[src/rtl/hbad_pkg.sv]
package hbad_pkg;

   localparam int WRAM_BANK_BYTES = 4096;
   localparam int WRAM_BANKS      = 8;
   localparam int WRAM_DEPTH      = WRAM_BANKS * WRAM_BANK_BYTES;
   localparam int WRAM_OFF_W      = $clog2(WRAM_BANK_BYTES);
   localparam int WRAM_BANK_W     = $clog2(WRAM_BANKS);
   localparam int WRAM_ADDR_W     = WRAM_BANK_W + WRAM_OFF_W;
   localparam int IO_DEPTH        = 256;
   localparam int IO_ADDR_W       = $clog2(IO_DEPTH);

   localparam int CSR_INDEX_W = 2;
   localparam int CSR_DATA_W  = 3;

   localparam logic [CSR_INDEX_W-1:0] CSR_WRAM_BANK_SELECT = 2'd0;
   localparam logic [CSR_INDEX_W-1:0] CSR_COLOR_MODE       = 2'd1;
   localparam logic [CSR_INDEX_W-1:0] CSR_BOOT_ROM_MAPPED  = 2'd2;

   localparam logic [2:0] TGT_LOCAL    = 3'd0;
   localparam logic [2:0] TGT_CART     = 3'd1;
   localparam logic [2:0] TGT_VIDEO    = 3'd2;
   localparam logic [2:0] TGT_JOYPAD   = 3'd3;
   localparam logic [2:0] TGT_BOOT     = 3'd4;
   localparam logic [2:0] TGT_UNMAPPED = 3'd5;

   localparam logic OP_READ  = 1'b0;
   localparam logic OP_WRITE = 1'b1;

   typedef struct packed {
      logic        op;
      logic [15:0] address;
      logic [7:0]  write_data;
   } req_type;

   typedef struct packed {
      logic [7:0] read_data;
      logic [2:0] target;
   } rsp_type;

   typedef enum logic [1:0] {
      ST_CLEAR,
      ST_IDLE,
      ST_ACCESS,
      ST_RESPOND
   } state_type;

   typedef enum logic [1:0] {
      SRC_FIXED,
      SRC_WRAM,
      SRC_IO
   } src_type;

   typedef struct packed {
      logic clear_en;
      logic capture;
      logic access;
   } cmd_type;

   typedef struct packed {
      logic clear_last;
   } status_type;

endpackage

[src/rtl/hbad_ctrl.sv]
module hbad_ctrl
   import hbad_pkg::*;
(
   input  logic       clock,
   input  logic       reset,
   input  logic       start,
   input  status_type status,
   output cmd_type    cmd,
   output logic       busy,
   output logic       rsp_strobe
);

   state_type state_ff;
   state_type state_in;

   always_ff @(posedge clock) begin
      if (reset) begin
         state_ff <= ST_CLEAR;
      end else begin
         state_ff <= state_in;
      end
   end

   always_comb begin
      state_in = state_ff;
      unique case (state_ff)
         ST_CLEAR: begin
            if (status.clear_last) begin
               state_in = ST_IDLE;
            end
         end
         ST_IDLE: begin
            if (start) begin
               state_in = ST_ACCESS;
            end
         end
         ST_ACCESS: begin
            state_in = ST_RESPOND;
         end
         ST_RESPOND: begin
            state_in = ST_IDLE;
         end
         default: begin
            state_in = ST_CLEAR;
         end
      endcase
   end

   always_comb begin
      cmd        = '0;
      busy       = 1'b1;
      rsp_strobe = 1'b0;
      unique case (state_ff)
         ST_CLEAR: begin
            cmd.clear_en = 1'b1;
         end
         ST_IDLE: begin
            busy        = 1'b0;
            cmd.capture = start;
         end
         ST_ACCESS: begin
            cmd.access = 1'b1;
         end
         ST_RESPOND: begin
            rsp_strobe = 1'b1;
         end
         default: begin
            busy = 1'b1;
         end
      endcase
   end

endmodule

[config.mk]
export PLATFORM = sky130hd
export DESIGN_NAME = hbad_ctrl
export DESIGN_NICKNAME = d
export VERILOG_FILES = /design/src/rtl/hbad_pkg.sv /design/src/rtl/hbad_ctrl.sv
export SDC_FILE = /design/constraint.sdc
export NUM_CORES = 1
export LEC_CHECK = 0
export CAP_MARGIN = 5
export CORE_AREA = 2 2 39 41
export CTS_CLUSTER_SIZE = 25
export DETAILED_ROUTE_END_ITERATION = 10
export DIE_AREA = 0 0 41 43
export DONT_BUFFER_PORTS = 1
export HOLD_SLACK_MARGIN = 0.08
export PLACE_DENSITY = 0.35
export SYNTH_ARGS = -nofsm -noshare
export SYNTH_HDL_FRONTEND = slang
export SYNTH_SLANG_ARGS = --single-unit
[constraint.sdc]
create_clock -name clock -period 3.2 [get_ports clock]
set_clock_uncertainty 0.2 [all_clocks]
set_input_delay 0.64 -clock clock [delete_from_list [all_inputs] [get_ports clock]]
set_output_delay 0.64 -clock clock [all_outputs]
set_load 0.1 [all_outputs]
Word-level counts from Yosys, hierarchy flattened

Index checks and enable logic that the tools add are counted.

Output and inout port bits: 5
Register bits after elaboration: 2
Input port bits: 4
Logic and storage cells: 16

Eq/ne operators: 5
Multiplexer cells: 8
Reductions and logical operators: 2

Operators by type and width:

| kind               | count |
|---|---|
| $pmux 2 s4         | 1 |
| $mux 1             | 5 |
| $eq 2x2->1 const B | 2 |
| $mux 2             | 2 |
| $ne 2x2->1 const B | 2 |
| $eq 2x1->1 const B | 1 |
| $logic_not 2->1    | 1 |
| $reduce_and 2->1   | 1 |

Logic depth before layout (Yosys ltp)

Depth after elaboration: 3
Mapped depth: 5
Gate-level depth less buffers: 5

Worst setup path after synthesis

No wires, ideal clock.

Path kind: register to output
Start point: register state_ff[1]
End point: output port cmd[1] (netlist bit)
Path buffers: 0
Stages on the path, launching flop included: 5
Setup slack: 13 ps
Arrival: 2,347 ps
Data required time: 2,360 ps
Cell sequence: dfxtp_1 -> inv_1 -> ha_1 -> inv_1 -> nor2_1

RTL lines:

| item                   | RTL line        | source |
|---|---|---|
| from (decl)            | hbad_ctrl.sv:13 | `state_type state_ff;` |
| from (signal assigned) | hbad_ctrl.sv:20 | `state_ff <= state_in;` |
| to (decl)              | hbad_ctrl.sv:8  | `output cmd_type cmd,` |

==> results.yml <==
cells_and_area:
  n_antenna_cell: 0
  largest_reg_flops: 2
  nets: 36
  instances_no_fill: 42
  regMostFlops: "state_ff"
  reg.largest.list: "state_ff x2"
  area_growth_syn_to_layout_pct: 45.1
  drive_above_1_share: 0.346
setup_path:
  path_class: "flip-flop to primary output"
  crit_fanout: 4
  slowest_delay_ps: 820
  required_ps: 2360
  cp-end-kind: "primary output"
  reg2regPathDepth: 5
  start_kind: "flip-flop"
  rr_startpoint: "state_ff[0]"
  crit_path_top_delay_cell: "ha_1"
  crit_buf_inv: 1
  worstPathCellList: "inv_1 -> ha_1"
  path_depth: 2
  cp_top_family: "adder cells"
  rrSetupSlack_ps: 1150
  crit_arrival_ps: 1450
  r2r_end: "state_ff[1]"
  cp-startpoint: "state_ff[0]"
  cp-endpoint: "cmd[2]"
clock_network:
  clock_latency_ps: 220
  htreeDepth: 1
  cts_resized: 0
  cts_root_buf: "clkbuf_4"
  cts_buffers: 3
  clockBufferDepth: 2
  post_cts_buffers: 0
  cts_hold_buf: 0
  cts_tree: "yes"
  cts.reportedPaths.clkPinSlew_ps: 30
  clkSinkCount: 2
drt:
  routed-via-count: 138
  first_pass_iters: 2
  wl_per_cell_um: 7.50
  drtIter0Drc: 2
  ant_nets: 0
  viasPerCell: 3.29
  wl_um: 315
  drc_errors: 0
floorplan:
  io_pins: 9
  rows: 14
  dieArea_um2: 1760
  core_um2: 1380
  start_util: 0.120
  die_w_um: 41
  die_y_um: 43
placement:
  place.gp.congestion: 0.638
  dpl.cell_count: 39
  io_buffers: 0
timing:
  fin_crit_sh: 0.717
  final-setup-viol-count: 0
  slew_headroom: 0.333
  fin_tns_setup_ps: 0
  min_period_ps: 2290
  slew_violations: 0
  worstMarginPinSlew_ps: 1000
  hold_violations: 0
  grt_setup_unrepaired: "false"
  fmax_mhz: 436
synth:
  synth_nets: 27
  synth_ff_type: "dfxtp_1"
  yosysTopAreaCellShare: 0.301
  synth_top_area_cell: "ha_1"
  yosys.cell_types.count: 10
  synth-async-reset-ratio: 0
  synth-seq-cells: 2
  synth.cell_area_um2: 166
  yosys-top-cells-area: "ha_1 30%, dfxtp_1 24%, inv_1 9.0%"
  yosysSeqAreaShare: 0.241
  synth-warning-count: 0
  synth_edf_count: 0
  avgSynthCellArea_um2: 8.76
  synth_common_cells: "4 x ha_1, 4 x inv_1, 2 x a21oi_1, 2 x dfxtp_1, 2 x nand2b_1"
  syn_inst: 19
flow_run:
  drv_cap: 0
grt:
  grt_max_degree: 5
  grt_pass1_vias: 157
  globalRouteTotalUtil: 0.0571
  grt_pass1_wl_um: 593
  antenna_found_initial: 0
  grt.overflow.total: 0
outcome:
  status: "finished, final reports clean"
min_path:
  hp-class: "primary input to flip-flop"
[worst min-delay path by stage]
stage	start	endpoint	slack, ps	cells past startpoint
after floorplan	state_ff[0]	state_ff[0]	280	2
final	reset	state_ff[0]	280	1
after global placement	state_ff[0]	state_ff[0]	300	2
after CTS	reset	state_ff[0]	270	1
after global routing	reset	state_ff[0]	270	1
after detailed placement	state_ff[0]	state_ff[0]	300	2
[cell families (layout without fill, tap and decap cells)]
kind of cell	after synthesis	after routing	synth area share
AOI/OAI and AO/OA	3	3	0.0902
adders and majority gates	4	4	0.301
buffers and inverters	4	11	0.0902
DFF	2	2	0.241
muxes	1	1	0.0602
and+or+nand+nor	5	5	0.218
[placed cells by master, fill, tap and decap left out]
cell	netlist	layout
inv_1	4	4
ha_1	4	4
buf_4	0	4
clkbuf_4	0	3
a21oi_1	2	2
nand2b_1	2	2
dfxtp_1	2	2
nor2_2	0	1
nor2b_4	1	1
o21ai_0	1	1
or2_0	1	1
mux2i_1	1	1
[stage by stage]
step           hold WS, ps  setup WS [ps]  cell area [µm²]  utilization
6_report               284            905              241        0.175
5_1_grt                269            819              241        0.175
4_1_cts                274            884              241        0.175
3_5_place_dp           304           1120              219        0.158
3_3_place_gp           296           1140              219        0.158
2_1_floorplan          278           13.0              166            -
[layout make-up]
cell class	instances	area, µm²
Fill cell	161	1140
Tap cell	16	20.0
Sequential cell	2	40.0
Timing Repair Buffer	4	30.0
Inverter	4	15.0
Multi-Input combinational cell	13	114
Clock buffer	3	22.5
[layer usage]
| metal | GRT usage | share of wire | up-vias |
|---|---|---|---|
| li1 | - | - | 73 |
| met1 | 0.0543 | 0.52 | 56 |
| met2 | 0.0656 | 0.32 | 9 |
| met3 | 0.0681 | 0.16 | 0 |
| met4 | 0.0400 | 0 | 0 |
| met5 | 0 | 0 | - |
Power is left out: the tool's default activity adds up to more than one toggle a clock period on the data nets, which glitch-free logic cannot reach.
